===== config.mk =====
export PLATFORM = sky130hd
export DESIGN_NAME = ext_module_link_supervisor
export DESIGN_NICKNAME = d
export VERILOG_FILES = /design/src/hdl/emls_pkg.sv /design/src/hdl/emls_front.sv /design/src/hdl/emls_queue.sv /design/src/hdl/emls_back.sv /design/src/hdl/ext_module_link_supervisor.sv
export SDC_FILE = /design/constraint.sdc
export NUM_CORES = 1
export LEC_CHECK = 0
export ABC_AREA = 1
export BUFFER_PORTS_ARGS = -buffer_cell sky130_fd_sc_hd__buf_2
export CORE_MARGIN = 5
export CORE_UTILIZATION = 30
export CTS_CLUSTER_DIAMETER = 120
export DETAILED_ROUTE_END_ITERATION = 10
export PLACE_DENSITY = 0.56
export SYNTH_ARGS = -nofsm -noshare
export SYNTH_HDL_FRONTEND = slang
export SYNTH_HIERARCHICAL = 1
export SYNTH_SLANG_ARGS = --single-unit

===== constraint.sdc =====
create_clock -name clk -period 6.7 [get_ports clk]
set_input_delay 1.675 -clock clk [delete_from_list [all_inputs] [get_ports clk]]
set_output_delay 1.675 -clock clk [all_outputs]
set_load 0.01 [all_outputs]

===== src/hdl/emls_pkg.sv =====
// ----------------------------------------------------------------------------
// emls_pkg
// Shared constants and types of the extension module link supervisor.
// ----------------------------------------------------------------------------
package emls_pkg;

	localparam int MODULES_DEF  = 3;
	localparam int CHANNELS_DEF = 12;

	localparam logic [2:0] KIND_TICK  = 3'd0;
	localparam logic [2:0] KIND_RX    = 3'd1;
	localparam logic [2:0] KIND_POLL  = 3'd2;
	localparam logic [2:0] KIND_RESET = 3'd3;
	localparam logic [2:0] KIND_READ  = 3'd4;

	localparam logic [2:0] EV_STATUS  = 3'd0;
	localparam logic [2:0] EV_RAISE   = 3'd1;
	localparam logic [2:0] EV_RELEASE = 3'd2;
	localparam logic [2:0] EV_CMD     = 3'd3;
	localparam logic [2:0] EV_READ    = 3'd4;

	localparam logic [2:0] REG_MASK   = 3'd0;
	localparam logic [2:0] REG_LIMIT  = 3'd1;
	localparam logic [2:0] REG_RELAY1 = 3'd2;
	localparam logic [2:0] REG_RELAY2 = 3'd3;
	localparam logic [2:0] REG_RELAY3 = 3'd4;

	localparam logic [7:0] HDR_START = 8'h7A;
	localparam logic [7:0] HDR_TYPE  = 8'd31;
	localparam logic [7:0] HDR_CODE  = 8'h11;
	localparam logic [7:0] CMD_START = 8'h7A;
	localparam logic [7:0] CMD_LEN   = 8'd10;
	localparam logic [7:0] CMD_CODE  = 8'h21;
	localparam logic [7:0] CMD_END   = 8'hA7;
	localparam logic [2:0] RESET_POLLS = 3'd4;

	// Job handed from the front part to the back part.
	typedef struct packed {
		logic [2:0]  op;       // KIND_TICK, KIND_POLL or KIND_READ
		logic [1:0]  mod;      // poll phase or module select
		logic [7:0]  flag;     // reset flag byte for polls
		logic [31:0] relay;
		logic [15:0] cur;
		logic [2:0]  chg;      // tick: modules whose status changed
		logic [2:0]  onl;      // tick: new online flags
		logic [2:0]  en;       // tick: enable mask
	} job_t;

	typedef struct packed {
		logic [2:0]  ev;
		logic [1:0]  mod;
		logic        st;
		logic [7:0]  fb;
		logic [15:0] cur;
		logic        last;
	} res_t;

endpackage


===== src/hdl/emls_front.sv =====
// ----------------------------------------------------------------------------
// emls_front
// Accepts words, keeps link state and current storage, and issues jobs.
// ----------------------------------------------------------------------------
module emls_front #(
	parameter int MODULES  = emls_pkg::MODULES_DEF,
	parameter int CHANNELS = emls_pkg::CHANNELS_DEF
) (
	input  logic              clk,
	input  logic              arst_n,
	input  logic              take,
	input  logic [2:0]        kind,
	input  logic [7:0]        data_byte,
	input  logic              frame_end,
	input  logic [1:0]        module_select,
	input  logic [3:0]        channel_select,
	input  logic [2:0]        mask,
	input  logic [7:0]        limit,
	input  logic [31:0]       relay0,
	input  logic [31:0]       relay1,
	input  logic [31:0]       relay2,
	output logic              job_valid,
	output emls_pkg::job_t    job
);
	localparam int DEPTH = MODULES * CHANNELS;
	localparam int AW = (DEPTH > 1) ? $clog2(DEPTH) : 1;
	localparam logic [5:0] DATA_END = 6'(4 + 2 * CHANNELS);

	logic [7:0] silence_q [3];
	logic [2:0] online_q, reported_q;
	logic [DEPTH-1:0] valid_q;
	logic [15:0] mem [DEPTH];
	logic [5:0] idx_q;
	logic hdr_ok_q;
	logic [1:0] rxmod_q;
	logic [7:0] high_q;
	logic [1:0] phase_q;
	logic rflag_q;
	logic [2:0] rcount_q;

	logic [2:0] onl_n, chg, clr;
	logic [7:0] sil_n [3];
	logic [5:0] ch6;
	logic [AW-1:0] waddr, raddr;
	logic wr, rd_ok;
	logic [2:0] rc_n;
	logic rf_n;
	logic [1:0] ph;
	logic hdr_n;

	always_comb begin
		for (int m = 0; m < 3; m++) begin
			onl_n[m] = online_q[m];
			sil_n[m] = silence_q[m];
			if (m < MODULES && 9'(silence_q[m]) + 9'd1 > 9'(limit)) begin
				onl_n[m] = 1'b0;
				sil_n[m] = limit;
			end else if (m < MODULES) begin
				sil_n[m] = silence_q[m] + 8'd1;
			end
			chg[m] = onl_n[m] != reported_q[m];
			clr[m] = chg[m] && !onl_n[m] && mask[m];
		end
		ch6 = (idx_q - 6'd4) >> 1;
		wr = take && kind == emls_pkg::KIND_RX && hdr_ok_q && idx_q >= 6'd4
			&& idx_q < DATA_END && idx_q[0] && 32'(rxmod_q) < MODULES;
		waddr = AW'(32'(rxmod_q) * CHANNELS + 32'(ch6));
		rd_ok = 32'(module_select) < MODULES && 32'(channel_select) < CHANNELS;
		raddr = AW'(32'(module_select) * CHANNELS + 32'(channel_select));
		rc_n = rflag_q ? rcount_q + 3'd1 : rcount_q;
		rf_n = rflag_q;
		if (rc_n >= emls_pkg::RESET_POLLS) begin
			rc_n = 3'd0;
			rf_n = 1'b0;
		end
		ph = (32'(phase_q) >= MODULES) ? 2'd0 : phase_q;
		hdr_n = hdr_ok_q;
		if (idx_q == 6'd0)
			hdr_n = data_byte == emls_pkg::HDR_START;
		else if (hdr_ok_q && idx_q == 6'd1)
			hdr_n = data_byte >= 8'd1 && 32'(data_byte) <= MODULES;
		else if (hdr_ok_q && idx_q == 6'd2)
			hdr_n = data_byte == emls_pkg::HDR_TYPE;
		else if (hdr_ok_q && idx_q == 6'd3)
			hdr_n = data_byte == emls_pkg::HDR_CODE;
		if (frame_end)
			hdr_n = 1'b0;
	end

	always_ff @(posedge clk) begin
		if (wr)
			mem[waddr] <= {high_q, data_byte};
	end

	always_ff @(posedge clk or negedge arst_n) begin
		if (!arst_n) begin
			for (int m = 0; m < 3; m++)
				silence_q[m] <= 8'd0;
			online_q <= 3'b111;
			reported_q <= 3'b111;
			valid_q <= '0;
			idx_q <= 6'd0;
			hdr_ok_q <= 1'b0;
			rxmod_q <= 2'd0;
			high_q <= 8'd0;
			phase_q <= 2'd0;
			rflag_q <= 1'b0;
			rcount_q <= 3'd0;
			job_valid <= 1'b0;
			job.op <= '0;
			job.mod <= '0;
			job.flag <= '0;
			job.relay <= '0;
			job.cur <= '0;
			job.chg <= '0;
			job.onl <= '0;
			job.en <= '0;
		end else begin
			job_valid <= take && (kind == emls_pkg::KIND_POLL || kind == emls_pkg::KIND_READ
				|| (kind == emls_pkg::KIND_TICK && |chg));
			job.cur <= (rd_ok && valid_q[raddr]) ? mem[raddr] : 16'd0;
			if (wr)
				valid_q[waddr] <= 1'b1;
			if (take) begin
				job.op <= kind;
				job.mod <= (kind == emls_pkg::KIND_POLL) ? ph : module_select;
				case (kind)
				emls_pkg::KIND_TICK: begin
					for (int m = 0; m < 3; m++)
						silence_q[m] <= sil_n[m];
					online_q <= onl_n;
					reported_q <= onl_n;
					for (int m = 0; m < MODULES; m++)
						if (clr[m])
							for (int c = 0; c < CHANNELS; c++)
								valid_q[m * CHANNELS + c] <= 1'b0;
					job.chg <= chg;
					job.onl <= onl_n;
					job.en <= mask;
				end
				emls_pkg::KIND_RX: begin
					hdr_ok_q <= hdr_n;
					if (idx_q != 6'd0 && hdr_ok_q) begin
						if (idx_q == 6'd1) begin
							if (data_byte >= 8'd1 && 32'(data_byte) <= MODULES)
								rxmod_q <= 2'(data_byte - 8'd1);
						end else if (idx_q == 6'd3) begin
							if (data_byte == emls_pkg::HDR_CODE
								&& 32'(rxmod_q) < MODULES) begin
								online_q[rxmod_q] <= 1'b1;
								silence_q[rxmod_q] <= 8'd0;
							end
						end else if (idx_q >= 6'd4 && idx_q < DATA_END && !idx_q[0]) begin
							high_q <= data_byte;
						end
					end
					if (frame_end) begin
						idx_q <= 6'd0;
					end else if (idx_q != 6'd63) begin
						idx_q <= idx_q + 6'd1;
					end
				end
				emls_pkg::KIND_POLL: begin
					rcount_q <= rc_n;
					rflag_q <= rf_n;
					phase_q <= (32'(ph) + 1 >= MODULES) ? 2'd0 : ph + 2'd1;
					job.flag <= {7'd0, rf_n};
					case (ph)
					2'd0: job.relay <= relay0;
					2'd1: job.relay <= relay1;
					default: job.relay <= relay2;
					endcase
				end
				emls_pkg::KIND_RESET: rflag_q <= 1'b1;
				default: ;
				endcase
			end
		end
	end
endmodule


===== src/hdl/emls_queue.sv =====
// ----------------------------------------------------------------------------
// emls_queue
// Short first-in first-out queue of jobs between the front and back parts.
// ----------------------------------------------------------------------------
module emls_queue (
	input  logic           clk,
	input  logic           arst_n,
	input  logic           wr,
	input  emls_pkg::job_t wdata,
	input  logic           rd,
	output logic           nempty,
	output emls_pkg::job_t rdata,
	output logic [2:0]     count
);
	emls_pkg::job_t buf_q [4];
	logic [1:0] wp_q, rp_q;
	logic [2:0] cnt_q;

	assign nempty = cnt_q != 3'd0;
	assign rdata = buf_q[rp_q];
	assign count = cnt_q;

	always_ff @(posedge clk) begin
		if (wr)
			buf_q[wp_q] <= wdata;
	end

	always_ff @(posedge clk or negedge arst_n) begin
		if (!arst_n) begin
			wp_q <= 2'd0;
			rp_q <= 2'd0;
			cnt_q <= 3'd0;
		end else begin
			if (wr)
				wp_q <= wp_q + 2'd1;
			if (rd)
				rp_q <= rp_q + 2'd1;
			cnt_q <= cnt_q + 3'(wr) - 3'(rd);
		end
	end
endmodule


===== src/hdl/emls_back.sv =====
// ----------------------------------------------------------------------------
// emls_back
// Expands each job into its result words and holds them in an output register.
// ----------------------------------------------------------------------------
module emls_back (
	input  logic           clk,
	input  logic           arst_n,
	input  logic           job_ok,
	input  emls_pkg::job_t job,
	output logic           job_done,
	output logic           empty,
	input  logic           pop,
	output emls_pkg::res_t res
);
	logic [3:0] step_q;
	logic [2:0] done_q;      // tick: modules fully reported
	logic       fault_q;     // tick: next word is the fault word
	logic       full_q;
	emls_pkg::res_t res_q;
	emls_pkg::res_t nxt;
	logic load, fin;
	logic [1:0] tm;
	logic [2:0] left;

	assign empty = !full_q;
	assign res = res_q;
	assign load = job_ok && (!full_q || pop);

	always_comb begin
		nxt = '0;
		fin = 1'b0;
		tm = 2'd0;
		left = job.chg & ~done_q;
		if (left[0])
			tm = 2'd0;
		else if (left[1])
			tm = 2'd1;
		else
			tm = 2'd2;
		case (job.op)
		emls_pkg::KIND_POLL: begin
			nxt.ev = emls_pkg::EV_CMD;
			nxt.mod = job.mod + 2'd1;
			case (step_q)
			4'd0: nxt.fb = emls_pkg::CMD_START;
			4'd1: nxt.fb = {6'd0, job.mod + 2'd1};
			4'd2: nxt.fb = emls_pkg::CMD_LEN;
			4'd3: nxt.fb = emls_pkg::CMD_CODE;
			4'd4: nxt.fb = job.relay[7:0];
			4'd5: nxt.fb = job.relay[15:8];
			4'd6: nxt.fb = job.relay[23:16];
			4'd7: nxt.fb = job.relay[31:24];
			4'd8: nxt.fb = job.flag;
			default: nxt.fb = emls_pkg::CMD_END;
			endcase
			fin = step_q == 4'd9;
		end
		emls_pkg::KIND_READ: begin
			nxt.ev = emls_pkg::EV_READ;
			nxt.mod = job.mod + 2'd1;
			nxt.cur = job.cur;
			fin = 1'b1;
		end
		default: begin
			nxt.mod = tm + 2'd1;
			if (fault_q) begin
				nxt.ev = job.onl[tm] ? emls_pkg::EV_RELEASE : emls_pkg::EV_RAISE;
			end else begin
				nxt.ev = emls_pkg::EV_STATUS;
				nxt.st = !job.onl[tm];
			end
			fin = (fault_q || !job.en[tm]) && (left & ~(3'b1 << tm)) == 3'd0;
		end
		endcase
		nxt.last = fin;
	end

	assign job_done = load && fin;

	always_ff @(posedge clk) begin
		if (load)
			res_q <= nxt;
	end

	always_ff @(posedge clk or negedge arst_n) begin
		if (!arst_n) begin
			step_q <= 4'd0;
			done_q <= 3'd0;
			fault_q <= 1'b0;
			full_q <= 1'b0;
		end else begin
			full_q <= load || (full_q && !pop);
			if (load) begin
				if (fin) begin
					step_q <= 4'd0;
					done_q <= 3'd0;
					fault_q <= 1'b0;
				end else begin
					step_q <= step_q + 4'd1;
					if (fault_q || !job.en[tm]) begin
						done_q[tm] <= 1'b1;
						fault_q <= 1'b0;
					end else begin
						fault_q <= 1'b1;
					end
				end
			end
		end
	end
endmodule


===== src/hdl/ext_module_link_supervisor.sv =====
// ----------------------------------------------------------------------------
// ext_module_link_supervisor
// Polls three extension modules, parses their responses and reports status.
// ----------------------------------------------------------------------------
// Channel  | Handshake         | Payload
// input    | push / full       | kind, data_byte, frame_end, module_select, ...
// result   | pop / empty       | event_res, module_number, link_status, ...
// config   | cfg_we            | cfg_index, cfg_data
//
// An item is taken when push is high and full is low; its first word passes
// the job register, a queue entry and the output register; then one word per
// cycle while pop is high: ten for a poll, up to six for a tick, one for a read.
// A four-entry job queue separates the front from the result expansion; full
// rises only when that queue is nearly full. Reset is asynchronous, active low.
module ext_module_link_supervisor #(
	parameter int MODULES  = emls_pkg::MODULES_DEF,
	parameter int CHANNELS = emls_pkg::CHANNELS_DEF
) (
	input  logic        clk,
	input  logic        arst_n,
	input  logic        push,
	output logic        full,
	input  logic [2:0]  kind,
	input  logic [7:0]  data_byte,
	input  logic        frame_end,
	input  logic [1:0]  module_select,
	input  logic [3:0]  channel_select,
	output logic        empty,
	input  logic        pop,
	output logic [2:0]  event_res,
	output logic [1:0]  module_number,
	output logic        link_status,
	output logic [7:0]  frame_byte,
	output logic [15:0] current_value,
	output logic        last,
	input  logic        cfg_we,
	input  logic [2:0]  cfg_index,
	input  logic [31:0] cfg_data
);
	logic [2:0] mask_q;
	logic [7:0] limit_q;
	logic [31:0] relay0_q, relay1_q, relay2_q;
	logic take, job_valid, q_ne, done;
	logic [2:0] q_cnt;
	emls_pkg::job_t job, q_job;
	emls_pkg::res_t res;

	// One job may be in flight in the front register when full is computed.
	assign full = q_cnt >= 3'd3;
	assign take = push && !full;

	always_ff @(posedge clk or negedge arst_n) begin
		if (!arst_n) begin
			mask_q <= 3'd7;
			limit_q <= 8'd10;
			relay0_q <= 32'd0;
			relay1_q <= 32'd0;
			relay2_q <= 32'd0;
		end else if (cfg_we) begin
			case (cfg_index)
			emls_pkg::REG_MASK:   mask_q <= cfg_data[2:0];
			emls_pkg::REG_LIMIT:  limit_q <= cfg_data[7:0];
			emls_pkg::REG_RELAY1: relay0_q <= cfg_data;
			emls_pkg::REG_RELAY2: relay1_q <= cfg_data;
			emls_pkg::REG_RELAY3: relay2_q <= cfg_data;
			default: ;
			endcase
		end
	end

	emls_front #(.MODULES(MODULES), .CHANNELS(CHANNELS)) u_front (
		.clk(clk), .arst_n(arst_n), .take(take), .kind(kind),
		.data_byte(data_byte), .frame_end(frame_end),
		.module_select(module_select), .channel_select(channel_select),
		.mask(mask_q), .limit(limit_q), .relay0(relay0_q), .relay1(relay1_q),
		.relay2(relay2_q), .job_valid(job_valid), .job(job)
	);

	emls_queue u_queue (
		.clk(clk), .arst_n(arst_n), .wr(job_valid), .wdata(job), .rd(done),
		.nempty(q_ne), .rdata(q_job), .count(q_cnt)
	);

	emls_back u_back (
		.clk(clk), .arst_n(arst_n), .job_ok(q_ne), .job(q_job), .job_done(done),
		.empty(empty), .pop(pop), .res(res)
	);

	assign event_res = res.ev;
	assign module_number = res.mod;
	assign link_status = res.st;
	assign frame_byte = res.fb;
	assign current_value = res.cur;
	assign last = res.last;
endmodule


==> results.md <==
| Parameter | This run | Unit |
|:---|:---|:---|
| Run status | complete, no violations | - |
| Overall fraction of global-route tracks in use | 14.85 | % |
| Y dimension of the die | 420.7 | µm |
| Share of post-route cells with drive strength above 1 | 8.050 | % |
| Gr ovfl total | 0 | - |
| Final setup violating endpoints | 0 | - |
| Clk sink count | 1163 | - |
| Element type at the critical path start | flop | - |
| Routed wire length per instance | 18.29 | µm |
| Number of instances in the synthesized netlist | 4950 | - |
| Max Clock Skew | 0.07332 | ns |
| Cell chosen for the clock root | sky130_fd_sc_hd__clkbuf_16 | - |
| Worst hold-check path type | flop to flop | - |
| Final count of hold timing violations | 0 | - |
| Clock latency on the worst-skew pair | 0.77 | ns |
| Initial drt markers | 3021 | - |
| Initial cell density of the core | 30.23 | % |
| Synth Flop Type | sky130_fd_sc_hd__edfxtp_1 | - |
| Worst Hold Depth | 2 | - |
| Average vias per placed instance | 4.679 | - |
| Area growth from synthesis to final layout | 13.40 | % |
| Number of enable flip-flop cells after synthesis | 887 | - |
| H-tree depth | 3 | - |
| Horizontal die dimension | 420.7 | µm |
| Routability cong. | 0.8832 | - |
| Leakage power summed over all cells | 24.40 | nW |
| Top cells by area in the synthesized netlist | sky130_fd_sc_hd__edfxtp_1 (53%), sky130_fd_sc_hd__dfrtp_1 (13%), sky130_fd_sc_hd__nand2_1 (12%) | - |
| Number of filler cells placed in the layout | 16810 | - |
| Largest fanout on the critical path | 103 | - |
| Fraction of the yosys area taken by sequential cells | 66.30 | % |
| Synth area leader | sky130_fd_sc_hd__edfxtp_1 | - |
| Arrival time worst endpoint | 5.20 | ns |
| Category of the worst setup path capture point | flop | - |
| Post-detailed-placement half-perimeter wirelength | 81080 | µm |
| Syn_area_per_cell | 10.22 | µm² |
| Max-cap viol count | 0 | - |
| Max-slew violation count | 0 | - |
| Via count of the first global-routing pass | 32270 | - |
| Startpoint-to-endpoint class of the critical path | flop to flop | - |
| Pre-antenna DRT Iters | 6 | - |
| Max Buffers Root-to-Sink | 3 | - |
| Post-CTS Hold Buffers | 0 | - |
| Period utilization | 68.06 | % |
| Cell area after technology mapping | 0.05061 | mm² |
| Top cell type's share of synthesized area | 52.63 | % |
| PD cells | 352.4 | mW/mm² |
| WL final | 134100 | µm |
| Flip-flop and latch count after synthesis | 1163 | - |
| Die Outline Area | 0.1770 | mm² |
| Reg clk slew, reported paths | 0.06 | ns |
| Wire length of the first global-routing pass | 202600 | µm |
| Maximum ir drop on the vdd rail | 0.2365 | mV |
| Clock tree from TritonCTS | done | - |
| Actual slew at the worst max-slew pin | 1.135 | ns |
| Minimum period implied by the final worst setup slack | 4.560 | ns |
| I/O Pins | 91 | - |
| Initial antenna violation count | 14 | - |
| Req. time, crit path | 7.34 | ns |
| Clock buffer count from CTS | 121 | - |
| Highest clock frequency the design can meet | 219.3 | MHz |
| Row count | 150 | - |
| Post-CTS Resized | 0 | - |
| Count of cell types in the netlist | 52 | - |
| Maximum number of pins on one net before global-route repair | 147 | - |
| Number of routed nets with antenna violations | 0 | - |
| Setup total negative slack | 0 | ns |
| Via count | 34300 | - |
| Worst slew margin | 24.33 | % |
| FF-to-FF path depth | 20 | - |
| Port bufs | 90 | - |
| Core Area | 0.1674 | mm² |
| RSZ-0062 raised after global routing | false | - |
| Warnings, synthesis | 6 | - |
| Setup repair bufs after CTS | 0 | - |
| Final std cell area, no fill | 0.05740 | mm² |
| Post-layout net count | 5144 | - |
| Share of flip-flops with an asynchronous set or reset | 23.73 | % |
| Cell area after placement | 0.05337 | mm² |
| Post-detailed-route DRC marker count | 0 | - |
-- power by group --
part | internal, W | total, W | switching (W) | leakage [nW]
combinational | 0.00134 | 0.00436 | 0.00302 | 11.3
sequential | 0.00858 | 0.00917 | 0.000594 | 11.2
clock | 0.00384 | 0.00669 | 0.00285 | 1.95
total | 0.0138 | 0.0202 | 0.00646 | 24.4
-- sequential cells by signal, indices dropped and copies added, names as in the netlist, 4 cells and up --
register and count:
u_front/high_q 8, u_front/silence_q 24, u_back/res 31, limit_q 8, u_front/valid_q 36, relay1_q 32, u_front/idx_q 6, u_queue/buf_q 280
u_front/mem 576, relay2_q 32, u_back/step_q 4, u_front/job 63, relay0_q 32
-- area by class of cell --
| cell class | count | area [µm²] | area share (%) |
|---|---|---|---|
| Multi-Input combinational cell | 3045 | 13980 | 24.35 |
| Timing Repair Buffer | 168 | 1121 | 1.953 |
| Inverter | 514 | 1949 | 3.396 |
| Antenna cell | 8 | 20.02 | 0.03488 |
| Tap cell | 2204 | 2758 | 4.805 |
| Clock inverter | 70 | 767.0 | 1.336 |
| Sequential cell | 1163 | 33560 | 58.48 |
| Clock buffer | 158 | 3237 | 5.640 |
-- logic make-up after synthesis --
family / synth area share (%)
adder cells (fa/ha/maj): 1.849
AND/OR/NAND/NOR: 21.79
AO/OA/AOI/OAI: 3.379
XOR/XNOR: 0.4969
buffers and inverters: 6.178
flip-flops: 66.30
other: 0.007409
-- through the flow --
step           utilization (%)  setup slack, ns  cells  power [W]  hold slack, ns
6_report                 34.28            2.140   7330    0.02022          0.4639
5_1_grt                  34.28            1.777   7328    0.02134          0.4868
4_1_cts                  34.27            2.121   7322    0.02043          0.4687
3_5_place_dp             31.88            1.655   7094    0.01370          0.4588
3_3_place_gp             31.88            1.645   7094    0.01361          0.4524
2_1_floorplan                -            2.700   4956    0.01216          0.4419
-- critical path, cell delays in order, from the launching register on --
cell and delay [ns]:
sky130_fd_sc_hd__dfrtp_4 0.77, sky130_fd_sc_hd__inv_4 0.92, sky130_fd_sc_hd__buf_4 0.52, sky130_fd_sc_hd__nand2_1 0.10, sky130_fd_sc_hd__nand3_1 0.08, sky130_fd_sc_hd__nand2_1 0.10
sky130_fd_sc_hd__nand3_1 0.09, sky130_fd_sc_hd__nand3_1 0.11, sky130_fd_sc_hd__nand2_1 0.11, sky130_fd_sc_hd__nand2_1 0.06, sky130_fd_sc_hd__nand2_1 0.07, sky130_fd_sc_hd__nand3_1 0.17
sky130_fd_sc_hd__inv_1 0.17, sky130_fd_sc_hd__ha_1 0.14, sky130_fd_sc_hd__inv_1 0.04, sky130_fd_sc_hd__ha_1 0.18, sky130_fd_sc_hd__fa_1 0.42, sky130_fd_sc_hd__inv_1 0.07
sky130_fd_sc_hd__nand2_1 0.06, sky130_fd_sc_hd__nand3_1 0.10, sky130_fd_sc_hd__nand2_1 0.05
-- cells in the final DEF (no fill, tap or decap), drive strengths merged --
| cell | netlist | layout |
|---|---|---|
| xor2 | 24 | 24 |
| o21bai | 1 | 1 |
| nand4 | 11 | 11 |
| buf | 160 | 168 |
| nor2 | 245 | 245 |
| o211a | 1 | 1 |
| o211ai | 3 | 3 |
| nor2b | 1 | 1 |
| fa | 3 | 3 |
| a32o | 15 | 15 |
| o21ai | 115 | 115 |
| a21o | 7 | 7 |
| nor3 | 9 | 9 |
| clkbuf | 74 | 158 |
| o21a | 2 | 2 |
| o311ai | 1 | 1 |
| nand3 | 747 | 747 |
| clkinv | 3 | 60 |
| a21oi | 92 | 92 |
| bufinv | 0 | 11 |
| clkinvlp | 0 | 3 |
| nand2 | 1634 | 1634 |
| dfstp | 11 | 11 |
| conb | 1 | 7 |
| a21boi | 5 | 5 |
| inv | 511 | 510 |
| nand3b | 1 | 1 |
| edfxtp | 887 | 887 |
| o31ai | 1 | 1 |
| a31oi | 6 | 6 |
| a22o | 32 | 32 |
| xnor2 | 3 | 3 |
| ha | 70 | 70 |
| and3 | 2 | 2 |
| or2 | 4 | 4 |
| dfrtp | 265 | 265 |
| o22ai | 3 | 3 |
| diode | 0 | 8 |
-- cells in the mapped netlist, types with 11 or more instances --
cell type and instances:
sky130_fd_sc_hd__buf_6 13, sky130_fd_sc_hd__a21oi_1 92, sky130_fd_sc_hd__buf_2 107, sky130_fd_sc_hd__buf_4 23, sky130_fd_sc_hd__clkbuf_1 73, sky130_fd_sc_hd__edfxtp_1 887, sky130_fd_sc_hd__a32o_1 15, sky130_fd_sc_hd__ha_1 70
sky130_fd_sc_hd__buf_1 17, sky130_fd_sc_hd__inv_1 501, sky130_fd_sc_hd__dfrtp_1 265, sky130_fd_sc_hd__nand3_1 746, sky130_fd_sc_hd__nor2_1 236, sky130_fd_sc_hd__xor2_1 22, sky130_fd_sc_hd__nand2_1 1628, sky130_fd_sc_hd__o21ai_0 105
sky130_fd_sc_hd__dfstp_2 11, sky130_fd_sc_hd__a22o_1 32
-- final timing paths --
path	start	endpoint	slack, ns
min in group asynchronous	arst_n	relay2_q[25]$_DFFE_PN0P_	1.01
max	u_queue/rp_q[0]$_DFFE_PN0P_	u_queue/count[2]$_DFF_PN0_	2.14
min	limit_q[1]$_DFFE_PN1P_	limit_q[1]$_DFFE_PN1P_	0.46
max in group asynchronous	arst_n	u_front/high_q[2]$_DFFE_PN0P_	4.58
max reg2reg	u_queue/rp_q[0]$_DFFE_PN0P_	u_queue/count[2]$_DFF_PN0_	2.14
min reg2reg	limit_q[1]$_DFFE_PN1P_	limit_q[1]$_DFFE_PN1P_	0.46
-- metal layers --
layer  wire length (µm)  vias to the layer above  global-route usage, %
li1                   -                    16500                      -
met1              61260                    16720                  21.05
met5                  0                        -                      0
met3               6952                      184                  1.925
met4               3632                        0                  4.369
met2              62240                      895                  23.93
(Power assumes the default switching activity.)
